$ cat src/rtl/bmpd_pkg.sv
`default_nettype none
// ----------------------------------------------------------------------------
// BMP decoder package
// Shared widths, codes, result types and small helper functions.
// ----------------------------------------------------------------------------
package bmpd_pkg;

    localparam int MAX_DIM   = 2048;
    localparam int BYTE_W    = 8;
    localparam int ORIGIN_W  = 11;
    localparam int COORD_W   = 12;
    localparam int CNT_W     = 12;
    localparam int CMP_W     = CNT_W + 1;
    localparam int COLOR_W   = 16;
    localparam int KIND_W    = 2;
    localparam int CFG_IDX_W = 2;
    localparam int CFG_DAT_W = ORIGIN_W;

    localparam logic [COLOR_W-1:0] KEY_COLOR = 16'hF81F;
    localparam logic [BYTE_W-1:0]  SIG_B     = 8'h42;
    localparam logic [BYTE_W-1:0]  SIG_M     = 8'h4D;
    localparam logic [31:0]        MIN_OFFSET = 32'd30;

    // Header byte positions
    localparam logic [4:0] POS_SIG0     = 5'd0;
    localparam logic [4:0] POS_SIG1     = 5'd1;
    localparam logic [4:0] POS_OFFSET   = 5'd10;
    localparam logic [4:0] POS_OFFSET_E = 5'd13;
    localparam logic [4:0] POS_WIDTH    = 5'd18;
    localparam logic [4:0] POS_WIDTH_E  = 5'd21;
    localparam logic [4:0] POS_HEIGHT   = 5'd22;
    localparam logic [4:0] POS_HEIGHT_E = 5'd25;
    localparam logic [4:0] POS_BPP      = 5'd28;
    localparam logic [4:0] POS_BPP_E    = 5'd29;

    // Result kinds
    localparam logic [KIND_W-1:0] KIND_PIXEL    = 2'd0;
    localparam logic [KIND_W-1:0] KIND_BAD_SIG  = 2'd1;
    localparam logic [KIND_W-1:0] KIND_BAD_FMT  = 2'd2;
    localparam logic [KIND_W-1:0] KIND_BAD_SIZE = 2'd3;

    // Configuration register indexes
    localparam logic [CFG_IDX_W-1:0] REG_ORIGIN_X   = 2'd0;
    localparam logic [CFG_IDX_W-1:0] REG_ORIGIN_Y   = 2'd1;
    localparam logic [CFG_IDX_W-1:0] REG_KEYED_MODE = 2'd2;

    typedef enum logic [4:0] {
        PH_HEADER = 5'b00001,
        PH_SKIP   = 5'b00010,
        PH_PIXELS = 5'b00100,
        PH_PAD    = 5'b01000,
        PH_IDLE   = 5'b10000
    } phase_t;

    typedef struct packed {
        logic [ORIGIN_W-1:0] origin_x;
        logic [ORIGIN_W-1:0] origin_y;
        logic                keyed_mode;
    } cfg_t;

    typedef struct packed {
        logic [KIND_W-1:0]  result_kind;
        logic [COLOR_W-1:0] pixel_color;
        logic [COORD_W-1:0] pixel_x;
        logic [COORD_W-1:0] pixel_y;
        logic               visible;
        logic               row_end;
        logic               image_done;
    } res_t;

    function automatic logic size_bad(input logic [31:0] v);
        return (v == 32'd0) || v[31] || (v > 32'(MAX_DIM));
    endfunction

    function automatic logic [31:0] lane_or32(input logic [31:0] word,
                                              input logic [7:0]  b,
                                              input logic [1:0]  lane);
        return word | (32'(b) << {lane, 3'b000});
    endfunction

    function automatic logic [COLOR_W-1:0] pack565(input logic [23:0] bgr);
        return {bgr[23:19], bgr[15:10], bgr[7:3]};
    endfunction

    function automatic logic [COLOR_W-1:0] swap16(input logic [COLOR_W-1:0] c);
        return {c[7:0], c[15:8]};
    endfunction

endpackage
`default_nettype wire

$ cat src/rtl/bmpd_byte_if.sv
`default_nettype none
// ----------------------------------------------------------------------------
// BMP byte stream interface
// Valid/ready channel carrying one file byte and a start-of-file flag.
// ----------------------------------------------------------------------------
interface bmpd_byte_if;
    logic                          valid;
    logic                          ready;
    logic [bmpd_pkg::BYTE_W-1:0]   data_byte;
    logic                          file_start;

    modport source (output valid, output data_byte, output file_start, input ready);
    modport sink   (input valid, input data_byte, input file_start, output ready);
endinterface
`default_nettype wire

$ cat src/rtl/bmpd_pix_if.sv
`default_nettype none
// ----------------------------------------------------------------------------
// BMP pixel result interface
// Valid/ready channel carrying one decoded pixel or an error result.
// ----------------------------------------------------------------------------
interface bmpd_pix_if;
    logic                          valid;
    logic                          ready;
    logic [bmpd_pkg::KIND_W-1:0]   result_kind;
    logic [bmpd_pkg::COLOR_W-1:0]  pixel_color;
    logic [bmpd_pkg::COORD_W-1:0]  pixel_x;
    logic [bmpd_pkg::COORD_W-1:0]  pixel_y;
    logic                          visible;
    logic                          row_end;
    logic                          image_done;

    modport source (output valid, output result_kind, output pixel_color,
                    output pixel_x, output pixel_y, output visible,
                    output row_end, output image_done, input ready);
    modport sink   (input valid, input result_kind, input pixel_color,
                    input pixel_x, input pixel_y, input visible,
                    input row_end, input image_done, output ready);
endinterface
`default_nettype wire

$ cat src/rtl/bmpd_cfg_if.sv
`default_nettype none
// ----------------------------------------------------------------------------
// BMP decoder configuration interface
// Valid/ready write channel carrying a register index and write data.
// ----------------------------------------------------------------------------
interface bmpd_cfg_if;
    logic                            valid;
    logic                            ready;
    logic [bmpd_pkg::CFG_IDX_W-1:0]  index;
    logic [bmpd_pkg::CFG_DAT_W-1:0]  data;

    modport source (output valid, output index, output data, input ready);
    modport sink   (input valid, input index, input data, output ready);
endinterface
`default_nettype wire

$ cat src/rtl/bmpd_cfg_regs.sv
`default_nettype none
// ----------------------------------------------------------------------------
// BMP decoder configuration registers
// Holds the image origin and the colour-key mode; writes are always taken.
// ----------------------------------------------------------------------------
module bmpd_cfg_regs
(
    input  wire logic           clk,
    input  wire logic           rst_n,
    bmpd_cfg_if.sink            cfg,
    output bmpd_pkg::cfg_t      cfg_out
);

    bmpd_pkg::cfg_t cfg_reg;
    bmpd_pkg::cfg_t cfg_next;

    assign cfg.ready = 1'b1;
    assign cfg_out   = cfg_reg;

    always_comb
    begin
        cfg_next = cfg_reg;
        if (cfg.valid)
        begin
            case (cfg.index)
                bmpd_pkg::REG_ORIGIN_X:   cfg_next.origin_x   = cfg.data;
                bmpd_pkg::REG_ORIGIN_Y:   cfg_next.origin_y   = cfg.data;
                bmpd_pkg::REG_KEYED_MODE: cfg_next.keyed_mode = cfg.data[0];
                default:                  cfg_next = cfg_reg;
            endcase
        end
    end

    always_ff @(posedge clk or negedge rst_n)
    begin
        if (!rst_n)
        begin
            cfg_reg <= '0;
        end
        else
        begin
            cfg_reg <= cfg_next;
        end
    end

endmodule
`default_nettype wire

$ cat src/rtl/bmpd_parser.sv
`default_nettype none
// ----------------------------------------------------------------------------
// BMP stream parser
// Tracks header fields, skips to pixel data, assembles and places pixels.
// ----------------------------------------------------------------------------
module bmpd_parser
(
    input  wire logic                        clk,
    input  wire logic                        rst_n,
    input  wire logic                        accept,
    input  wire logic [bmpd_pkg::BYTE_W-1:0] data_byte,
    input  wire logic                        file_start,
    input  wire bmpd_pkg::cfg_t              cfg,
    output logic                             res_valid,
    output bmpd_pkg::res_t                   res
);

    bmpd_pkg::phase_t                phase_reg, phase_next, cur_phase;
    logic [31:0]                     pos_reg, pos_next, cur_pos;
    logic [31:0]                     offset_reg, offset_next, cur_offset;
    logic [31:0]                     width_reg, width_next, cur_width;
    logic [31:0]                     height_reg, height_next, cur_height;
    logic [15:0]                     bpp_reg, bpp_next, cur_bpp;
    logic [1:0]                      pbi_reg, pbi_next, cur_pbi;
    logic [23:0]                     partial_reg, partial_next, cur_partial;
    logic [bmpd_pkg::CNT_W-1:0]      col_reg, col_next, cur_col;
    logic [bmpd_pkg::CNT_W-1:0]      row_reg, row_next, cur_row;
    logic [1:0]                      pad_reg, pad_next, cur_pad;

    logic [4:0]                      p5;
    logic                            hdr_low;
    logic [1:0]                      lane;
    logic                            do_pix;
    logic [2:0]                      bpb;
    logic [1:0]                      last_idx;
    logic [23:0]                     acc;
    logic [bmpd_pkg::COLOR_W-1:0]    color;
    logic [bmpd_pkg::COORD_W-1:0]    y_off;
    logic [1:0]                      row_low;

    always_comb
    begin
        // A start-of-file byte sees the cleared file state.
        cur_phase   = file_start ? bmpd_pkg::PH_HEADER : phase_reg;
        cur_pos     = file_start ? '0 : pos_reg;
        cur_offset  = file_start ? '0 : offset_reg;
        cur_width   = file_start ? '0 : width_reg;
        cur_height  = file_start ? '0 : height_reg;
        cur_bpp     = file_start ? '0 : bpp_reg;
        cur_pbi     = file_start ? '0 : pbi_reg;
        cur_partial = file_start ? '0 : partial_reg;
        cur_col     = file_start ? '0 : col_reg;
        cur_row     = file_start ? '0 : row_reg;
        cur_pad     = file_start ? '0 : pad_reg;

        phase_next   = cur_phase;
        offset_next  = cur_offset;
        width_next   = cur_width;
        height_next  = cur_height;
        bpp_next     = cur_bpp;
        pbi_next     = cur_pbi;
        partial_next = cur_partial;
        col_next     = cur_col;
        row_next     = cur_row;
        pad_next     = cur_pad;
        pos_next     = (cur_pos != '1) ? cur_pos + 32'd1 : cur_pos;

        res_valid = 1'b0;
        res       = '0;

        p5      = cur_pos[4:0];
        hdr_low = (cur_pos[31:5] == '0);
        lane    = 2'(p5[1:0] - 2'd2);

        bpb      = bpp_reg[5:3];
        last_idx = 2'(bpb - 3'd1);
        acc      = (cur_pbi != 2'd3)
                   ? (cur_partial | (24'(data_byte) << {cur_pbi, 3'b000}))
                   : cur_partial;
        color    = (bpp_reg == 16'd16) ? acc[15:0] : bmpd_pkg::pack565(acc);
        y_off    = 12'(height_reg[bmpd_pkg::COORD_W-1:0] - 12'd1 - cur_row);
        row_low  = 2'(width_reg[1:0] * bpb[1:0]);

        do_pix = 1'b0;

        case (cur_phase)
            bmpd_pkg::PH_HEADER:
            begin
                if (hdr_low)
                begin
                    if (p5 == bmpd_pkg::POS_SIG0)
                    begin
                        partial_next = 24'(data_byte);
                    end
                    else if (p5 == bmpd_pkg::POS_SIG1)
                    begin
                        if ((cur_partial != 24'(bmpd_pkg::SIG_B)) ||
                            (data_byte != bmpd_pkg::SIG_M))
                        begin
                            res_valid       = 1'b1;
                            res.result_kind = bmpd_pkg::KIND_BAD_SIG;
                            phase_next      = bmpd_pkg::PH_IDLE;
                        end
                        else
                        begin
                            partial_next = '0;
                        end
                    end
                    else if (p5 inside {[bmpd_pkg::POS_OFFSET:bmpd_pkg::POS_OFFSET_E]})
                    begin
                        offset_next = bmpd_pkg::lane_or32(cur_offset, data_byte, lane);
                    end
                    else if (p5 inside {[bmpd_pkg::POS_WIDTH:bmpd_pkg::POS_WIDTH_E]})
                    begin
                        width_next = bmpd_pkg::lane_or32(cur_width, data_byte, lane);
                    end
                    else if (p5 inside {[bmpd_pkg::POS_HEIGHT:bmpd_pkg::POS_HEIGHT_E]})
                    begin
                        height_next = bmpd_pkg::lane_or32(cur_height, data_byte, lane);
                    end
                    else if (p5 inside {bmpd_pkg::POS_BPP, bmpd_pkg::POS_BPP_E})
                    begin
                        bpp_next = cur_bpp | (p5[0] ? {data_byte, 8'h00}
                                                    : {8'h00, data_byte});
                        if (p5 == bmpd_pkg::POS_BPP_E)
                        begin
                            if (!(bpp_next inside {16'd16, 16'd24, 16'd32}) ||
                                (cur_offset < bmpd_pkg::MIN_OFFSET))
                            begin
                                res_valid       = 1'b1;
                                res.result_kind = bmpd_pkg::KIND_BAD_FMT;
                                phase_next      = bmpd_pkg::PH_IDLE;
                            end
                            else if (bmpd_pkg::size_bad(cur_width) ||
                                     bmpd_pkg::size_bad(cur_height))
                            begin
                                res_valid       = 1'b1;
                                res.result_kind = bmpd_pkg::KIND_BAD_SIZE;
                                phase_next      = bmpd_pkg::PH_IDLE;
                            end
                            else
                            begin
                                phase_next = bmpd_pkg::PH_SKIP;
                            end
                        end
                    end
                end
            end
            bmpd_pkg::PH_SKIP:
            begin
                if (cur_pos == cur_offset)
                begin
                    phase_next = bmpd_pkg::PH_PIXELS;
                    do_pix     = 1'b1;
                end
            end
            bmpd_pkg::PH_PIXELS:
            begin
                do_pix = 1'b1;
            end
            bmpd_pkg::PH_PAD:
            begin
                pad_next = 2'(cur_pad - 2'd1);
                if (pad_next == 2'd0)
                begin
                    phase_next = bmpd_pkg::PH_PIXELS;
                end
            end
            default:
            begin
                phase_next = cur_phase;
            end
        endcase

        if (do_pix)
        begin
            if (cur_pbi != last_idx)
            begin
                partial_next = acc;
                pbi_next     = 2'(cur_pbi + 2'd1);
            end
            else
            begin
                partial_next      = '0;
                pbi_next          = '0;
                res_valid         = 1'b1;
                res.result_kind   = bmpd_pkg::KIND_PIXEL;
                res.pixel_color   = cfg.keyed_mode ? color : bmpd_pkg::swap16(color);
                res.visible       = !(cfg.keyed_mode && (color == bmpd_pkg::KEY_COLOR));
                res.pixel_x       = 12'({1'b0, cfg.origin_x} + cur_col);
                res.pixel_y       = 12'({1'b0, cfg.origin_y} + y_off);
                if (({1'b0, cur_col} + 13'd1) >= width_reg[bmpd_pkg::CMP_W-1:0])
                begin
                    res.row_end = 1'b1;
                    col_next    = '0;
                    if (({1'b0, cur_row} + 13'd1) >= height_reg[bmpd_pkg::CMP_W-1:0])
                    begin
                        res.image_done = 1'b1;
                        phase_next     = bmpd_pkg::PH_IDLE;
                    end
                    else
                    begin
                        row_next   = 12'(cur_row + 12'd1);
                        pad_next   = 2'(2'd0 - row_low);
                        phase_next = (pad_next != 2'd0) ? bmpd_pkg::PH_PAD
                                                        : bmpd_pkg::PH_PIXELS;
                    end
                end
                else
                begin
                    col_next = 12'(cur_col + 12'd1);
                end
            end
        end

        res_valid = res_valid && accept;
    end

    always_ff @(posedge clk or negedge rst_n)
    begin
        if (!rst_n)
        begin
            phase_reg   <= bmpd_pkg::PH_HEADER;
            pos_reg     <= '0;
            offset_reg  <= '0;
            width_reg   <= '0;
            height_reg  <= '0;
            bpp_reg     <= '0;
            pbi_reg     <= '0;
            partial_reg <= '0;
            col_reg     <= '0;
            row_reg     <= '0;
            pad_reg     <= '0;
        end
        else if (accept)
        begin
            phase_reg   <= phase_next;
            pos_reg     <= pos_next;
            offset_reg  <= offset_next;
            width_reg   <= width_next;
            height_reg  <= height_next;
            bpp_reg     <= bpp_next;
            pbi_reg     <= pbi_next;
            partial_reg <= partial_next;
            col_reg     <= col_next;
            row_reg     <= row_next;
            pad_reg     <= pad_next;
        end
    end

endmodule
`default_nettype wire

$ cat src/rtl/bmpd_out_reg.sv
`default_nettype none
// ----------------------------------------------------------------------------
// BMP decoder result register
// Holds one result for the output channel; refills in the cycle it drains.
// ----------------------------------------------------------------------------
module bmpd_out_reg
(
    input  wire logic           clk,
    input  wire logic           rst_n,
    input  wire logic           res_valid,
    input  wire bmpd_pkg::res_t res,
    output logic                take,
    bmpd_pix_if.source          pixels
);

    logic           valid_reg;
    logic           valid_next;
    bmpd_pkg::res_t res_reg;

    assign take       = !valid_reg || pixels.ready;
    assign valid_next = take ? res_valid : valid_reg;

    always_ff @(posedge clk or negedge rst_n)
    begin
        if (!rst_n)
        begin
            valid_reg <= 1'b0;
        end
        else
        begin
            valid_reg <= valid_next;
        end
    end

    always_ff @(posedge clk)
    begin
        if (take && res_valid)
        begin
            res_reg <= res;
        end
    end

    assign pixels.valid       = valid_reg;
    assign pixels.result_kind = res_reg.result_kind;
    assign pixels.pixel_color = res_reg.pixel_color;
    assign pixels.pixel_x     = res_reg.pixel_x;
    assign pixels.pixel_y     = res_reg.pixel_y;
    assign pixels.visible     = res_reg.visible;
    assign pixels.row_end     = res_reg.row_end;
    assign pixels.image_done  = res_reg.image_done;

endmodule
`default_nettype wire

$ cat src/rtl/bmp_stream_to_rgb565_pixels.sv
// Latency: a result is presented in the cycle after the transfer of the byte that caused it.
// Throughput: one byte per cycle. A byte is taken only when the result register is empty or
// hands its result on in that same cycle, so a result that the receiver does not take holds
// the input.
// Reset: asynchronous and active low; the parser returns to the header phase with all file
// state cleared, the result register is emptied and the configuration reads zero.
`default_nettype none
// ----------------------------------------------------------------------------
// BMP stream to RGB565 pixels
// Parses an uncompressed BMP byte stream and emits placed RGB565 pixels.
// ----------------------------------------------------------------------------
module bmp_stream_to_rgb565_pixels
(
    input  wire logic   clk,
    input  wire logic   rst_n,
    bmpd_byte_if.sink   stream,
    bmpd_pix_if.source  pixels,
    bmpd_cfg_if.sink    cfg
);

    // Configuration: origin of the image on screen and the colour-key mode.
    // Writes are expected only while no file is being decoded.
    bmpd_pkg::cfg_t cfg_val;

    // A byte transfer happens when the result register can take whatever the
    // byte produces, so ready simply follows the state of that register.
    logic           take;
    logic           accept;
    logic           res_valid;
    bmpd_pkg::res_t res;

    assign stream.ready = take;
    assign accept       = stream.valid && take;

    bmpd_cfg_regs u_cfg
    (
        .clk     (clk),
        .rst_n   (rst_n),
        .cfg     (cfg),
        .cfg_out (cfg_val)
    );

    // The parser holds all per-file state. Each transferred byte advances it by
    // one step and may yield one pixel or one error result.
    bmpd_parser u_parser
    (
        .clk        (clk),
        .rst_n      (rst_n),
        .accept     (accept),
        .data_byte  (stream.data_byte),
        .file_start (stream.file_start),
        .cfg        (cfg_val),
        .res_valid  (res_valid),
        .res        (res)
    );

    // The result register parts the byte side from the pixel side.
    bmpd_out_reg u_out
    (
        .clk       (clk),
        .rst_n     (rst_n),
        .res_valid (res_valid),
        .res       (res),
        .take      (take),
        .pixels    (pixels)
    );

endmodule
`default_nettype wire

$ cat src/flat_wrapper.sv
// flat-port wrapper written by rule: the top's interface ports become plain ports
module bmp_stream_to_rgb565_pixels_flat 
  (clk, rst_n, stream_valid, stream_data_byte, stream_file_start, stream_ready, pixels_valid, pixels_result_kind, pixels_pixel_color, pixels_pixel_x, pixels_pixel_y, pixels_visible, pixels_row_end, pixels_image_done, pixels_ready, cfg_valid, cfg_index, cfg_data, cfg_ready);
  bmpd_byte_if stream_i ();
  bmpd_pix_if pixels_i ();
  bmpd_cfg_if cfg_i ();
  input  wire logic clk;
  input  wire logic rst_n;
  input wire logic [$bits(stream_i.valid)-1:0] stream_valid;
  input wire logic [$bits(stream_i.data_byte)-1:0] stream_data_byte;
  input wire logic [$bits(stream_i.file_start)-1:0] stream_file_start;
  output wire logic [$bits(stream_i.ready)-1:0] stream_ready;
  output wire logic [$bits(pixels_i.valid)-1:0] pixels_valid;
  output wire logic [$bits(pixels_i.result_kind)-1:0] pixels_result_kind;
  output wire logic [$bits(pixels_i.pixel_color)-1:0] pixels_pixel_color;
  output wire logic [$bits(pixels_i.pixel_x)-1:0] pixels_pixel_x;
  output wire logic [$bits(pixels_i.pixel_y)-1:0] pixels_pixel_y;
  output wire logic [$bits(pixels_i.visible)-1:0] pixels_visible;
  output wire logic [$bits(pixels_i.row_end)-1:0] pixels_row_end;
  output wire logic [$bits(pixels_i.image_done)-1:0] pixels_image_done;
  input wire logic [$bits(pixels_i.ready)-1:0] pixels_ready;
  input wire logic [$bits(cfg_i.valid)-1:0] cfg_valid;
  input wire logic [$bits(cfg_i.index)-1:0] cfg_index;
  input wire logic [$bits(cfg_i.data)-1:0] cfg_data;
  output wire logic [$bits(cfg_i.ready)-1:0] cfg_ready;
  assign stream_i.valid = stream_valid;
  assign stream_i.data_byte = stream_data_byte;
  assign stream_i.file_start = stream_file_start;
  assign stream_ready = stream_i.ready;
  assign pixels_valid = pixels_i.valid;
  assign pixels_result_kind = pixels_i.result_kind;
  assign pixels_pixel_color = pixels_i.pixel_color;
  assign pixels_pixel_x = pixels_i.pixel_x;
  assign pixels_pixel_y = pixels_i.pixel_y;
  assign pixels_visible = pixels_i.visible;
  assign pixels_row_end = pixels_i.row_end;
  assign pixels_image_done = pixels_i.image_done;
  assign pixels_i.ready = pixels_ready;
  assign cfg_i.valid = cfg_valid;
  assign cfg_i.index = cfg_index;
  assign cfg_i.data = cfg_data;
  assign cfg_ready = cfg_i.ready;
  bmp_stream_to_rgb565_pixels u_core (.clk(clk), .rst_n(rst_n), .stream(stream_i), .pixels(pixels_i), .cfg(cfg_i));
endmodule
$ cat config.mk
export PLATFORM = sky130hd
export DESIGN_NAME = bmp_stream_to_rgb565_pixels_flat
export DESIGN_NICKNAME = d
export VERILOG_FILES = /design/src/rtl/bmpd_pkg.sv /design/src/rtl/bmpd_byte_if.sv /design/src/rtl/bmpd_pix_if.sv /design/src/rtl/bmpd_cfg_if.sv /design/src/rtl/bmpd_cfg_regs.sv /design/src/rtl/bmpd_parser.sv /design/src/rtl/bmpd_out_reg.sv /design/src/rtl/bmp_stream_to_rgb565_pixels.sv /design/src/flat_wrapper.sv
export SDC_FILE = /design/constraint.sdc
export NUM_CORES = 1
export LEC_CHECK = 0
export BUFFER_PORTS_ARGS = -buffer_cell sky130_fd_sc_hd__buf_2
export CORE_MARGIN = 1.5
export CORE_UTILIZATION = 50
export DETAILED_ROUTE_END_ITERATION = 7
export PLACE_DENSITY = 0.65
export RECOVER_POWER = 100
export SYNTH_ARGS = -nofsm -noshare
export SYNTH_HDL_FRONTEND = slang
export SYNTH_SLANG_ARGS = --single-unit
$ cat constraint.sdc
create_clock -name clk -period 4.5 [get_ports clk]
set_input_delay 0.225 -clock clk [delete_from_list [all_inputs] [get_ports clk]]
set_output_delay 0.225 -clock clk [all_outputs]
set_load 0.02 [all_outputs]
==> run_results.csv <==
group,metric,value,unit
sta,maxSlewHeadroom,-1.06,
cts,cts_tree,"done",
setup_path,endpoint,"u_core.u_out.pixels.pixel_color[12]",
cts,cts_buffer_depth,3,
sta,fin_crit_sh,0.950,
logic_synthesis,synth_top_area_share,0.371,
logic_synthesis,yosysSeqAreaShare,0.463,
floorplanning,die_area,31200,um^2
logic_synthesis,yosysMostFrequentCell,"dfrtp_1",
grt,antenna_found_initial,1,
grt,overflow,0,
logic_synthesis,syn_area,15100,um^2
route,routed_wirelength,40100,um
logic_synthesis,ys_top_cells_by_area,"dfrtp_1 37%, edfxtp_1 9.0%, nand2_1 5.1%",
floorplanning,start_util,0.509,
finish,fin_nets,1743,
logic_synthesis,yosys.cell_types.count,82,
power_and_ir_drop,ir_drop,0.314,mV
cts,path_clk_slew,0.06,ns
outcome,outcome,"finished, violations left",
sta,maxSlewViolCount,214,
logic_synthesis,synthSimpleGateAreaFrac,0.195,
outcome,failed_checks,"capacitance limit, slew limit",
logic_synthesis,synth_top_area_cell,"dfrtp_1",
finish,final_area,16800,um^2
setup_path,worstPathCellList,"xor2_1 -> nor4_1 -> nand4_1 -> nor3_1 -> a21boi_0 -> or2_0 -> a21o_1 -> inv_2 -> clkbuf_2",
placement,port_buffers,73,
finish,syn2layout_area_growth,11.6,%
floorplanning,core_area,29600,um^2
worst_hold_path,hold_path_class,"input port to register",
route,top_layer_used,"met4",
logic_synthesis,syn_inst,1588,
floorplanning,num_rows,63,
sta,fmax,234,MHz
logic_synthesis,ys_seq_elements,270,
placement,finalWeightedCongestion,0.905,
finish,fillers,2680,
route,wl_per_cell,19.5,um
route,drtAntennaViolNets,0,
logic_synthesis,avgSynthCellArea,9.50,um^2
cts,numCtsBuffers,30,
grt,grt_max_degree,118,
route,via_per_inst,5.90,
setup_path,required,4.74,ns
route,num_vias,12100,
setup_path,crit_type,"register to register",
placement,place_area,15800,um^2
sta,tns,0,ns
cts,root_buffer,"clkbuf_16",
power_and_ir_drop,power_density,364,nW/um^2
route,met3_length,2290,um
setup_path,critical_path.max_stage_delay,0.68,ns
logic_synthesis,synth_mux_area_frac,0.0357,
setup_path,rr_worst_depth,9,
placement,dp_hpwl,28100,um
setup_path,crit_start,"u_core.u_parser.pos_reg[18]",
floorplanning,floorplan.die.height,177,um
setup_path,cp-end-kind,"register",
setup_path,cpMaxStageDelayCell,"nor3_1",
logic_synthesis,synth_xor_area_frac,0.0511,
logic_synthesis,synth-adder-area-share,0.0645,
cts,clock_latency,0.58,ns
setup_path,crit_arrival,4.51,ns
grt,first_global_vias,11700,
sta,skew,0.0306,ns
logic_synthesis,ys_dominant_reg_cell,"dfrtp_1",
sta,setup_viol,0,
grt,grt_use_total,0.260,
setup_path,regToRegEndpoint,"u_core.u_out.pixels.pixel_color[12]",
setup_path,r2r_slack,0.23,ns
logic_synthesis,synth_common_cells,"224 x dfrtp_1, 207 x nand2_1, 123 x o21ai_0",
sta,rsz0062_at_grt,"false",
logic_synthesis,synthArstFlopShare,0.833,
logic_synthesis,synth_compound_area_frac,0.143,
route,wl_met2,18300,um
sta,whs,0.0245,ns
grt,grt_pass1_wl,64200,um
setup_path,r2r_start,"u_core.u_parser.pos_reg[18]",
sta,finalHoldViolCount,0,
finish,drive_gt1_frac,0.0869,
run,cap_viol_max_count,3,
logic_synthesis,yosys_warnings,0,
setup_path,cp-start-kind,"register",
floorplanning,pin_count,75,
cts,htreeDepth,1,
setup_path,cp_max_fo,19,
logic_synthesis,synth.net_count,1685,
floorplanning,die_w,177,um
logic_synthesis,synth_top_family_by_area,"simple AND/OR/NAND/NOR gates",
sta,worst_pin_slew,3.09,ns
cts,cts_sinks,270,
route,wl_met1,18300,um
sta,fin_crit,4.27,ns
route,drt_iter0_drc,1143,
route,first_pass_iters,5,
logic_synthesis,synth-edff-count,45,
route,drcViolationCount,0,
power_and_ir_drop,leakage,7.44,nW
per-stage QoR:
stage,instances,power [mW],utilization,setup WS (ns)
finish,2060,6.13,0.568,0.225
global route,2059,6.37,0.568,0.0457
CTS,2059,6.17,0.572,0.245
detailed placement,1991,3.57,0.532,0.190
global placement,1991,3.55,0.532,0.276
floorplan,1588,3.30,-,0.0438
cells by family (layout without fill, tap and decap cells):
family                   Yosys count  count (layout)
XOR/XNOR                          88              88
buffers and inverters            174             255
adder cells (fa/ha/maj)           70              70
AND/OR/NAND/NOR                  594             594
AO/OA/AOI/OAI                    341             341
other                              1               2
multiplexers                      50              50
flip-flops                       270             270
placed cells by master, fill, tap and decap left out, types with 36 or more instances in the layout:
cell type / n
xor2_1: 57
clkbuf_1: 52
edfxtp_1: 45
o21ai_0: 136
nand2_1: 207
ha_1: 57
a22o_1: 43
nor2b_1: 36
dfrtp_1: 224
inv_1: 91
nor4_1: 41
a21oi_1: 68
nor2_1: 120
cell type report:
class,count,area (um^2),area share
diodes,1,2.50,0.000149
clock buffers,38,896,0.0532
clock inverters,17,165,0.00981
flip-flops and latches,270,6980,0.415
well taps,390,488,0.0290
multi-input cells,1144,7360,0.437
inverters,93,349,0.0207
repair buffers,107,593,0.0352
worst max-delay path: cells and delay by family, from the launching register on:
| family | cells | cell delay (ns) |
|---|---|---|
| simple gates | 4 | 1.63 |
| compound gates | 2 | 0.85 |
| buf+inv | 2 | 0.76 |
| flops | 1 | 0.47 |
| xor+xnor | 1 | 0.20 |
worst min-delay path by stage:
stage                      start                      end  slack [ns]  cells after the start
global placement           rst_n  u_core.u_cfg.cfg_out[7]        0.40                      1
global route        cfg_index[1]  u_core.u_cfg.cfg_out[0]        0.04                      3
floorplan                  rst_n  u_core.u_cfg.cfg_out[0]       -0.07                      0
CTS                    cfg_valid  u_core.u_cfg.cfg_out[0]        0.01                      3
detailed placement         rst_n  u_core.u_cfg.cfg_out[7]        0.40                      1
finish              cfg_index[1]  u_core.u_cfg.cfg_out[0]        0.02                      3
per-layer routing:
metal,vias to the layer above,GRT usage
met5,-,0
met2,400,0.408
met1,5952,0.374
met3,71,0.0344
met4,0,0.0837
li1,5725,-
where the power goes:
group | leakage [nW] | switching, mW | total (mW) | internal [mW]
sequential | 3.56 | 0.110 | 2.68 | 2.57
clock | 0.527 | 1.07 | 2.60 | 1.53
combinational | 3.35 | 0.513 | 0.846 | 0.333
what timing repair did:
action                                 CTS  global route
hold buffers                            13             0
setup endpoints to repair                0             1
resized for setup                        0             1
endpoints found under the hold margin  138             0
buffers inserted                         0             0
Note: power is estimated with default switching activity, not from simulation.
